## src/rtl/core/qlhp_pkg.sv

```systemverilog
// ----------------------------------------------------------------------------
// qlhp_pkg
// Shared types and codes for the QUIC long-header parser.
// ----------------------------------------------------------------------------
package qlhp_pkg;

  // Parse phase: which part of the header the next byte belongs to
  typedef enum logic [3:0] {
    PH_FIRST = 4'd0,
    PH_VER   = 4'd1,
    PH_DLEN  = 4'd2,
    PH_DCID  = 4'd3,
    PH_SLEN  = 4'd4,
    PH_SCID  = 4'd5,
    PH_TVAR  = 4'd6,
    PH_TOK   = 4'd7,
    PH_LVAR  = 4'd8,
    PH_PN    = 4'd9,
    PH_IGN   = 4'd10
  } phase_t;

  // Status codes; a truncated packet gives ST_RUNT below MIN_LONG_BYTES bytes, else its phase plus ST_STAGE_OFS
  localparam logic [3:0] ST_OK        = 4'd0;
  localparam logic [3:0] ST_SHORT     = 4'd1;
  localparam logic [3:0] ST_RUNT      = 4'd2;
  localparam logic [3:0] ST_STAGE_OFS = 4'd2;

  // Varint length codes, top two bits of the first varint byte
  localparam logic [1:0] VI_LEN1 = 2'd0;
  localparam logic [1:0] VI_LEN2 = 2'd1;
  localparam logic [1:0] VI_LEN4 = 2'd2;
  localparam logic [1:0] VI_LEN8 = 2'd3;

  localparam logic [2:0] MIN_LONG_BYTES = 3'd7;
  localparam logic [7:0] VERSION_BYTES  = 8'd4;

endpackage

```

## src/rtl/core/quic_long_header_parser.sv

```systemverilog
// ----------------------------------------------------------------------------
// quic_long_header_parser
// Byte-serial QUIC v1 long-header decoder with one result per packet.
// ----------------------------------------------------------------------------
// The parser takes one packet byte per clock while in_ready is high and gives
// at most one result per packet: ok after the last packet-number byte, short
// header right at the first byte, or a truncation status when the byte marked
// last arrives first. The whole phase update runs between the state
// registers and a single result register, so in_ready stays high unless a
// result is waiting and out_ready is low. A result appears on the outputs in
// the cycle after the byte that completes it is accepted.
module quic_long_header_parser
  import qlhp_pkg::*;
(
  input  logic        clk,
  input  logic        rst_n,
  input  logic        in_valid,
  output logic        in_ready,
  input  logic [7:0]  in_data_byte,
  input  logic        in_last_byte,
  output logic        out_valid,
  input  logic        out_ready,
  output logic [3:0]  out_status,
  output logic        out_form_bit,
  output logic        out_fixed_flag,
  output logic [1:0]  out_long_type,
  output logic [1:0]  out_reserved_field,
  output logic [2:0]  out_pn_length,
  output logic [31:0] out_version_word,
  output logic [7:0]  out_dest_id_length,
  output logic [7:0]  out_src_id_length,
  output logic [7:0]  out_token_size,
  output logic [15:0] out_payload_size,
  output logic [31:0] out_packet_num
);

  phase_t      phase_r, phase_nxt;
  logic [2:0]  cnt_r, cnt_nxt;
  logic [7:0]  skip_r, skip_nxt;
  logic [2:0]  vleft_r, vleft_nxt;
  logic [15:0] vacc_r, vacc_nxt;
  logic [7:0]  flag_r, flag_nxt;
  logic [31:0] ver_r, ver_nxt;
  logic [7:0]  dlen_r, dlen_nxt;
  logic [7:0]  slen_r, slen_nxt;
  logic [7:0]  tlen_r, tlen_nxt;
  logic [15:0] plen_r, plen_nxt;
  logic [31:0] pn_r, pn_nxt;

  logic        out_valid_r;
  logic [3:0]  out_status_r;
  logic [7:0]  out_flag_r;
  logic [31:0] out_ver_r;
  logic [7:0]  out_dlen_r;
  logic [7:0]  out_slen_r;
  logic [7:0]  out_tlen_r;
  logic [15:0] out_plen_r;
  logic [31:0] out_pn_r;

  logic        in_fire;
  logic        emit;
  logic [3:0]  emit_status;

  // varint byte step, shared by the token and payload length phases
  logic [2:0]  v_left_step;
  logic [15:0] v_acc_step;
  logic        v_done;

  assign in_ready = !out_valid_r || out_ready;
  assign in_fire  = in_valid && in_ready;

  always_comb begin
    v_left_step = vleft_r;
    if (vleft_r == 3'd0) begin
      v_acc_step = {10'd0, in_data_byte[5:0]};
      unique case (in_data_byte[7:6])
        VI_LEN1: v_left_step = 3'd0;
        VI_LEN2: v_left_step = 3'd1;
        VI_LEN4: v_left_step = 3'd3;
        VI_LEN8: v_left_step = 3'd7;
      endcase
    end else begin
      v_acc_step  = {vacc_r[7:0], in_data_byte};
      v_left_step = vleft_r - 3'd1;
    end
    v_done = (v_left_step == 3'd0);
  end

  always_comb begin
    phase_nxt   = phase_r;
    skip_nxt    = skip_r;
    vleft_nxt   = vleft_r;
    vacc_nxt    = vacc_r;
    flag_nxt    = flag_r;
    ver_nxt     = ver_r;
    dlen_nxt    = dlen_r;
    slen_nxt    = slen_r;
    tlen_nxt    = tlen_r;
    plen_nxt    = plen_r;
    pn_nxt      = pn_r;
    emit        = 1'b0;
    emit_status = ST_OK;

    if (phase_r == PH_FIRST) begin
      cnt_nxt = 3'd1;
    end else if (cnt_r < MIN_LONG_BYTES) begin
      cnt_nxt = cnt_r + 3'd1;
    end else begin
      cnt_nxt = cnt_r;
    end

    unique case (phase_r)
      PH_FIRST: begin
        flag_nxt  = in_data_byte;
        ver_nxt   = '0;
        dlen_nxt  = '0;
        slen_nxt  = '0;
        tlen_nxt  = '0;
        plen_nxt  = '0;
        pn_nxt    = '0;
        vleft_nxt = '0;
        vacc_nxt  = '0;
        if (!in_data_byte[7]) begin
          emit        = 1'b1;
          emit_status = ST_SHORT;
        end else begin
          skip_nxt  = VERSION_BYTES;
          phase_nxt = PH_VER;
        end
      end
      PH_VER: begin
        ver_nxt  = {ver_r[23:0], in_data_byte};
        skip_nxt = skip_r - 8'd1;
        if (skip_nxt == 8'd0) phase_nxt = PH_DLEN;
      end
      PH_DLEN: begin
        dlen_nxt  = in_data_byte;
        skip_nxt  = in_data_byte;
        phase_nxt = (in_data_byte != 8'd0) ? PH_DCID : PH_SLEN;
      end
      PH_DCID: begin
        skip_nxt = skip_r - 8'd1;
        if (skip_nxt == 8'd0) phase_nxt = PH_SLEN;
      end
      PH_SLEN: begin
        slen_nxt  = in_data_byte;
        skip_nxt  = in_data_byte;
        phase_nxt = (in_data_byte != 8'd0) ? PH_SCID : PH_TVAR;
      end
      PH_SCID: begin
        skip_nxt = skip_r - 8'd1;
        if (skip_nxt == 8'd0) phase_nxt = PH_TVAR;
      end
      PH_TVAR: begin
        vleft_nxt = v_left_step;
        vacc_nxt  = v_acc_step;
        if (v_done) begin
          tlen_nxt  = v_acc_step[7:0];
          skip_nxt  = v_acc_step[7:0];
          phase_nxt = (v_acc_step[7:0] != 8'd0) ? PH_TOK : PH_LVAR;
        end
      end
      PH_TOK: begin
        skip_nxt = skip_r - 8'd1;
        if (skip_nxt == 8'd0) phase_nxt = PH_LVAR;
      end
      PH_LVAR: begin
        vleft_nxt = v_left_step;
        vacc_nxt  = v_acc_step;
        if (v_done) begin
          plen_nxt  = v_acc_step;
          skip_nxt  = {6'd0, flag_r[1:0]} + 8'd1;
          phase_nxt = PH_PN;
        end
      end
      PH_PN: begin
        pn_nxt   = {pn_r[23:0], in_data_byte};
        skip_nxt = skip_r - 8'd1;
        if (skip_nxt == 8'd0) begin
          emit        = 1'b1;
          emit_status = ST_OK;
        end
      end
      default: begin
      end
    endcase

    // end of packet: finish, drop trailing bytes, or report truncation
    priority if (emit) begin
      phase_nxt = in_last_byte ? PH_FIRST : PH_IGN;
    end else if (in_last_byte) begin
      if (phase_nxt < PH_IGN) begin
        emit        = 1'b1;
        emit_status = (cnt_nxt < MIN_LONG_BYTES) ? ST_RUNT
                    : (4'(phase_nxt) + ST_STAGE_OFS);
      end
      phase_nxt = PH_FIRST;
    end else begin
      // mid-packet byte: keep the phase chosen above
    end
  end

  always_ff @(posedge clk) begin
    if (!rst_n) begin
      phase_r     <= PH_FIRST;
      cnt_r       <= '0;
      skip_r      <= '0;
      vleft_r     <= '0;
      vacc_r      <= '0;
      flag_r      <= '0;
      ver_r       <= '0;
      dlen_r      <= '0;
      slen_r      <= '0;
      tlen_r      <= '0;
      plen_r      <= '0;
      pn_r        <= '0;
      out_valid_r <= 1'b0;
    end else begin
      if (in_fire) begin
        phase_r <= phase_nxt;
        cnt_r   <= cnt_nxt;
        skip_r  <= skip_nxt;
        vleft_r <= vleft_nxt;
        vacc_r  <= vacc_nxt;
        flag_r  <= flag_nxt;
        ver_r   <= ver_nxt;
        dlen_r  <= dlen_nxt;
        slen_r  <= slen_nxt;
        tlen_r  <= tlen_nxt;
        plen_r  <= plen_nxt;
        pn_r    <= pn_nxt;
      end
      if (in_fire && emit) begin
        out_valid_r <= 1'b1;
      end else if (out_ready) begin
        out_valid_r <= 1'b0;
      end
    end
  end

  // result payload: load on a completing request, hold otherwise
  always_ff @(posedge clk) begin
    if (in_fire && emit) begin
      out_status_r <= emit_status;
      out_flag_r   <= flag_nxt;
      out_ver_r    <= ver_nxt;
      out_dlen_r   <= dlen_nxt;
      out_slen_r   <= slen_nxt;
      out_tlen_r   <= tlen_nxt;
      out_plen_r   <= plen_nxt;
      out_pn_r     <= pn_nxt;
    end
  end

  assign out_valid          = out_valid_r;
  assign out_status         = out_status_r;
  assign out_form_bit       = out_flag_r[7];
  assign out_fixed_flag     = out_flag_r[6];
  assign out_long_type      = out_flag_r[5:4];
  assign out_reserved_field = out_flag_r[3:2];
  assign out_pn_length      = {1'b0, out_flag_r[1:0]} + 3'd1;
  assign out_version_word   = out_ver_r;
  assign out_dest_id_length = out_dlen_r;
  assign out_src_id_length  = out_slen_r;
  assign out_token_size     = out_tlen_r;
  assign out_payload_size   = out_plen_r;
  assign out_packet_num     = out_pn_r;

  // input stalls only behind a waiting result
  a_stall_cause: assert property (@(posedge clk) disable iff (!rst_n)
    !in_ready |-> out_valid_r)
    else $error("input stalled with no pending result");

  // mid-packet the byte counter has counted the flag byte
  a_count_live: assert property (@(posedge clk) disable iff (!rst_n)
    (phase_r != PH_FIRST) |-> (cnt_r != 3'd0))
    else $error("byte counter zero inside a packet");

  // short-header status only for a flag byte with bit 7 clear
  a_short_form: assert property (@(posedge clk) disable iff (!rst_n)
    (out_valid_r && out_status_r == ST_SHORT) |-> !out_flag_r[7])
    else $error("short-header status with long form bit");

  // any other status belongs to a long-header packet
  a_long_form: assert property (@(posedge clk) disable iff (!rst_n)
    (out_valid_r && out_status_r != ST_SHORT) |-> out_flag_r[7])
    else $error("long-header status with short form bit");

endmodule
```

## config.mk

```make
export PLATFORM = sky130hd
export DESIGN_NAME = quic_long_header_parser
export DESIGN_NICKNAME = d
export VERILOG_FILES = /design/src/rtl/core/qlhp_pkg.sv /design/src/rtl/core/quic_long_header_parser.sv
export SDC_FILE = /design/constraint.sdc
export NUM_CORES = 1
export LEC_CHECK = 0
export ABC_AREA = 1
export BUFFER_PORTS_ARGS = -buffer_cell sky130_fd_sc_hd__buf_2
export CAP_MARGIN = 0
export CORE_ASPECT_RATIO = 1.5
export CORE_MARGIN = 1.5
export CORE_UTILIZATION = 35
export CTS_BUF_LIST = sky130_fd_sc_hd__clkbuf_8
export CTS_CLUSTER_DIAMETER = 120
export DETAILED_ROUTE_END_ITERATION = 8
export PLACE_DENSITY = 0.58
export SYNTH_ARGS = -nofsm -noshare
export SYNTH_HDL_FRONTEND = slang
export SYNTH_SLANG_ARGS = --single-unit
```

## constraint.sdc

```tcl
create_clock -name clk -period 7.86 [get_ports clk]
set_input_delay 1.572 -clock clk [delete_from_list [all_inputs] [get_ports clk]]
set_output_delay 1.572 -clock clk [all_outputs]
set_load 0.01 [all_outputs]
```

# After elaboration in Yosys (flattened, before gate mapping)
# Index checks and enable logic that the tools add are counted.
[totals]
word_cells = 112
regBits = 255
in_bits = 13
[classes]
n_lt_le_gt_ge = 3
reduce_logical = 19
n_mux = 48
eq_ne = 15
n_addsub = 6
[ops]
columns = ["operator", "n"]
rows = [
  ["one-hot mux 32 bit (2 select lines)", 2],
  ["one-hot mux 8 bit (2 select lines)", 4],
  ["two-way mux 4 bit", 15],
  ["two-way mux 8 bit", 5],
  ["one-hot mux 8 bit (5 select lines)", 1],
  ["one-hot mux 4 bit (9 select lines)", 1],
  ["two-way mux 16 bit", 2],
  ["one-hot mux 16 bit (2 select lines)", 1],
  ["== test 4 x 3 -> 1 bit (second input constant)", 4],
  ["nonzero test 8 bit", 2],
  ["two-way mux 3 bit", 4],
  ["one-hot mux 3 bit (4 select lines)", 1],
  ["two-way mux 1 bit", 9],
  ["== test 4 x 2 -> 1 bit (second input constant)", 2],
  ["== test 4 bit (second input constant)", 2],
  ["zero test 8 bit", 1],
  ["subtractor 8 x 1 -> 8 bit (second input constant)", 1],
  ["adder 2 x 1 -> 3 bit (second input constant)", 2],
  ["zero test 3 bit", 2],
  ["< comparator 3 bit (second input constant)", 2],
  ["inequality test 2 bit (second input constant)", 3],
  ["one-hot mux 3 bit (2 select lines)", 1],
  ["AND reduction 5 bit", 1],
  ["nonzero test 5 bit", 1],
  ["other kinds (18)", 22],
]

# Longest topological paths before layout
[depth]
ltp_word = 12
ltp_mapped = 17

# Worst setup path after synthesis
# No wires, ideal clock.
[synth_path]
path_type = "input -> register"
start = "in out_ready"
end = "reg out_dlen_r[0] (netlist: out_dest_id_length[0]), enable pin"
t_arrival_ns = 4.760
n_path_buf = 2
cell_stages = 8
path_slack_ns = 2.631
cell_sequence = "inv_1 nand2_1 nand2_1 buf_2 inv_1 buf_2 o21ai_0 inv_1"
[synth_via]
elab_chain_len = 3
[synth_lines]
columns = ["item", "line", "source"]
rows = [
  ["from (decl)", "quic_long_header_parser.sv:22", "input logic out_ready,"],
  ["logical OR 1 bit", "quic_long_header_parser.sv:69", "assign in_ready = !out_valid_r || out_ready;"],
  ["named net in_ready", "quic_long_header_parser.sv:18", "output logic in_ready,"],
  ["logical AND 1 bit", "quic_long_header_parser.sv:70", "assign in_fire = in_valid && in_ready;"],
  ["logical AND 1 bit", "quic_long_header_parser.sv:243", "if (in_fire && emit) begin"],
  ["to (signal assigned)", "quic_long_header_parser.sv:247", "out_dlen_r <= dlen_nxt;"],
  ["to (decl)", "quic_long_header_parser.sv:54", "logic [7:0] out_dlen_r;"],
]
# The timed path passes the listed nets, and every way through them passes these cells.
# A chain may end at the register's enable or synchronous reset.

# Worst setup path in the final report
[layout_path]
start = "in out_ready"
end = "reg vleft_r[0]"
[layout_via]
elab_chain_len = 3
[layout_lines]
columns = ["item", "line", "source"]
rows = [
  ["logical OR 1 bit", "quic_long_header_parser.sv:69", ""],
  ["logical AND 1 bit", "quic_long_header_parser.sv:70", ""],
  ["AND reduction 2 bit (no line)", "n/a", ""],
  ["to (signal assigned)", "quic_long_header_parser.sv:223", "vleft_r <= vleft_nxt;"],
  ["to (decl)", "quic_long_header_parser.sv:40", "logic [2:0] vleft_r, vleft_nxt;"],
]
# No other way between the ends.

==> out/qor.csv <==
stage;metric;value;unit
layout;layout cells sized above 1;15.8;%
timing;post-route minimum period;3960;ps
die;Horiz. Die Dim;148;um
synthesis;Cell Area, Synth;11000;um2
die;die area;32500;um2
layout;Final Instance Area;12600;um2
placement;Cell Area, Placed;11900;um2
placement;DP Wirelength;18100;um
drt;vias per cell;4.88;
run;max-cap viol count;0;
global_routing;initial antenna violation count;0;
timing;final setup vio count;0;
worst_setup_path;Critical Path Sink Type;flop;
clock_network;postcts setup bufs;0;
layout;most common cell after layout, fill and taps aside;inv_1;
worst_setup_path;Startpoint Class;primary input;
layout;Seq. cell area;6270;um2
synthesis;Post-synth top flop;dfxtp_1;
placement;gp weighted congestion;0.893;
clock_network;clk_lat worst skew;550;ps
layout;Util after Layout;40.8;%
run_status;outcome;complete, no violations;
global_routing;first-pass GRT wire length;43000;um
timing;setup TNS;0;ps
synthesis;synth top area cells;edfxtp_1 32%, dfxtp_1 25%, inv_1 9.1%;
placement;IO Port Bufs;131;
clock_network;clock buffer depth;3;
drt;DR WL/cell;15.6;um
synthesis;synth unique cells;35;
layout;multi-input logic area;3370;um2
pwr;Power Density;230;nW/um2
worst_setup_path;CP cell instances;buf_2 > inv_1 > nand2_1 > nand2_4 > buf_4 > buf_4 > nor2_1 > nand2_1 > a21oi_1;
clock_network;clock sink count;255;
layout;commonest non-fill, non-tap cells in the layout;280 x inv_1, 144 x nand2_1, 143 x o21ai_0;
die;area of the core;30900;um2
timing;Hold Vio Cnt, Final;0;
synthesis;syn_nets;1286;
pwr;sw frac;27.5;%
synthesis;register area share after synthesis;57.0;%
synthesis;fraction of registers with async set/reset;0;%
global_routing;vias in the first global route;8022;
synthesis;Post-synth EDFFs;116;
layout;Fillers;3115;
pwr;Internal;2110;uW
drt;Post-Route WL;28200;um
worst_setup_path;WS Path Type;primary input to flop;
pwr;leakage;0.00571;uW
pwr;register share of total power;51.9;%
synthesis;Yosys reg bits;255;
min_path;hold depth;2;
layout;Net count, final;1394;
die;row count;79;
global_routing;total track usage;16.9;%
die;Die Y;220;um
worst_setup_path;Arr. time, crit path;4340;ps
worst_setup_path;CP max FO;96;
clock_network;htree depth;2;
synthesis;area leader, netlist;edfxtp_1;
pwr;clock network power share;36.0;%
global_routing;Remaining Overflow, GRT;0;
timing;Worst Tran Pin Value;1170;ps
pwr;net switching power;798;uW
drt;Iter 0 DRT Violations;716;
synthesis;syn avg cell area;8.69;um2
pwr;Comb pwr share;12.0;%
layout;Area growth, synth to finish;14.8;%
die;starting density of the core;35.5;%
clock_network;Worst-path clk slew;60;ps
drt;first-pass detailed-route iteration total;5;
synthesis;cells after synthesis;1265;
timing;worst clock skew;21.5;ps
clock_network;Root Buffer;clkbuf_8;
drt;routed vias;8828;
layout;n_diodes;0;
die;Top Ports;132;
placement;pre-CTS setup slack;3390;ps
clock_network;Resize count post-CTS;0;
timing;Peak Freq;0.253;GHz
clock_network;Post-CTS Hold Buffers;0;
synthesis;synth warn;0;
worst_setup_path;worst path required time;8240;ps
worst_setup_path;R2R cell count;13;
drt;Residual DRC;0;
timing;RSZ-0062 raised after global routing;false;
clock_network;TritonCTS clock tree;built;
worst_setup_path;CP max-delay cell;buf_4;
worst_setup_path;crit-path max cell delay;790;ps
timing;fin crit share;50.3;%
timing;slack of the critical path;3900;ps
min_path;Worst Hold Class;flop to flop;
timing;slew margin rel.;21.9;%
pwr;largest vdd supply drop;0.0000907;V
drt;post-route ant nets;0;
synthesis;top-area cell type share of the netlist area;31.7;%
global_routing;largest net degree at the start of global routing;97;
timing;Max Slew Vio Count;0;
clock_network;clock buffer count from CTS;39;
-- synth_stat cells, types with 2 or more instances --
master / count
nor2_4: 3
o21ai_0: 143
buf_2: 19
edfxtp_1: 116
o21ai_2: 2
nor3_1: 4
ha_1: 8
a21oi_1: 137
dfxtp_1: 139
nand2_1: 145
o21ai_1: 28
nand3_1: 22
nand4_1: 2
o22ai_1: 93
clkbuf_1: 37
inv_2: 9
inv_1: 266
nand2_2: 4
buf_1: 4
xor2_1: 3
buf_4: 10
nor2_2: 6
nor2_1: 52
o221ai_1: 2
-- sequential cells by signal (all words and copies together) (netlist names), 16 cells and up --
signal / count
plen_r: 16
pn_r: 32
out_version_word: 32
out_payload_size: 16
ver_r: 32
out_packet_num: 32
-- worst paths after layout --
kind                   from  slack, ps            endpoint
hold / removal    vacc_r[4]        470           vacc_r[4]
setup / recovery  out_ready       3900          vleft_r[0]
setup reg to reg  skip_r[0]       4380  out_packet_num[21]
hold reg to reg   vacc_r[4]        470           vacc_r[4]
-- layout make-up --
class                   instances  area share [%]
well taps                     405            4.01
clock inverters                27           0.952
repair buffers                138            5.61
inverters                     275            8.22
clock buffers                  45            4.91
multi-input cells             664            26.7
flip-flops and latches        255            49.6
-- cell families after synthesis --
logic type                 Yosys count  synth area share (%)
buffers and inverters              346                  12.4
DFF                                255                  57.0
xor gates and xnor gates             3                 0.239
AOI/OAI and AO/OA                  411                  20.1
and+or+nand+nor                    242                  9.27
adders and majority gates            8                 0.911
-- power by group through the flow --
stage          Sequential [uW]  Clock, uW  Combinational (uW)
6_report                  1510       1050                 349
5_1_grt                   1520       1140                 393
4_1_cts                   1510       1080                 351
3_5_place_dp              1540          0                 349
3_3_place_gp              1540          0                 344
2_1_floorplan             1550          0                 225
-- routing by layer --
metal / vias to the layer above / share of wire (%) / global-route usage (%)
li1: 4403 / - / -
met1: 4147 / 41 / 20.6
met2: 218 / 51 / 29.3
met3: 60 / 4.8 / 2.92
met4: 0 / 3.1 / 7.27
met5: - / 0 / 0
-- critical path, delay by kind of cell --
kind	cells	cell delay, ps
AND/OR/NAND/NOR	4	950
buffers and inverters	4	1650
AO/OA/AOI/OAI	1	70
-- stage by stage --
stage	instances	hold slack (ps)	total power, uW
global placement	1737	452	1880
global route	1809	489	3050
floorplan	1265	439	1780
detailed placement	1737	455	1890
CTS	1809	465	2940
finish	1809	467	2910
Power figures use the tool's default switching activity.
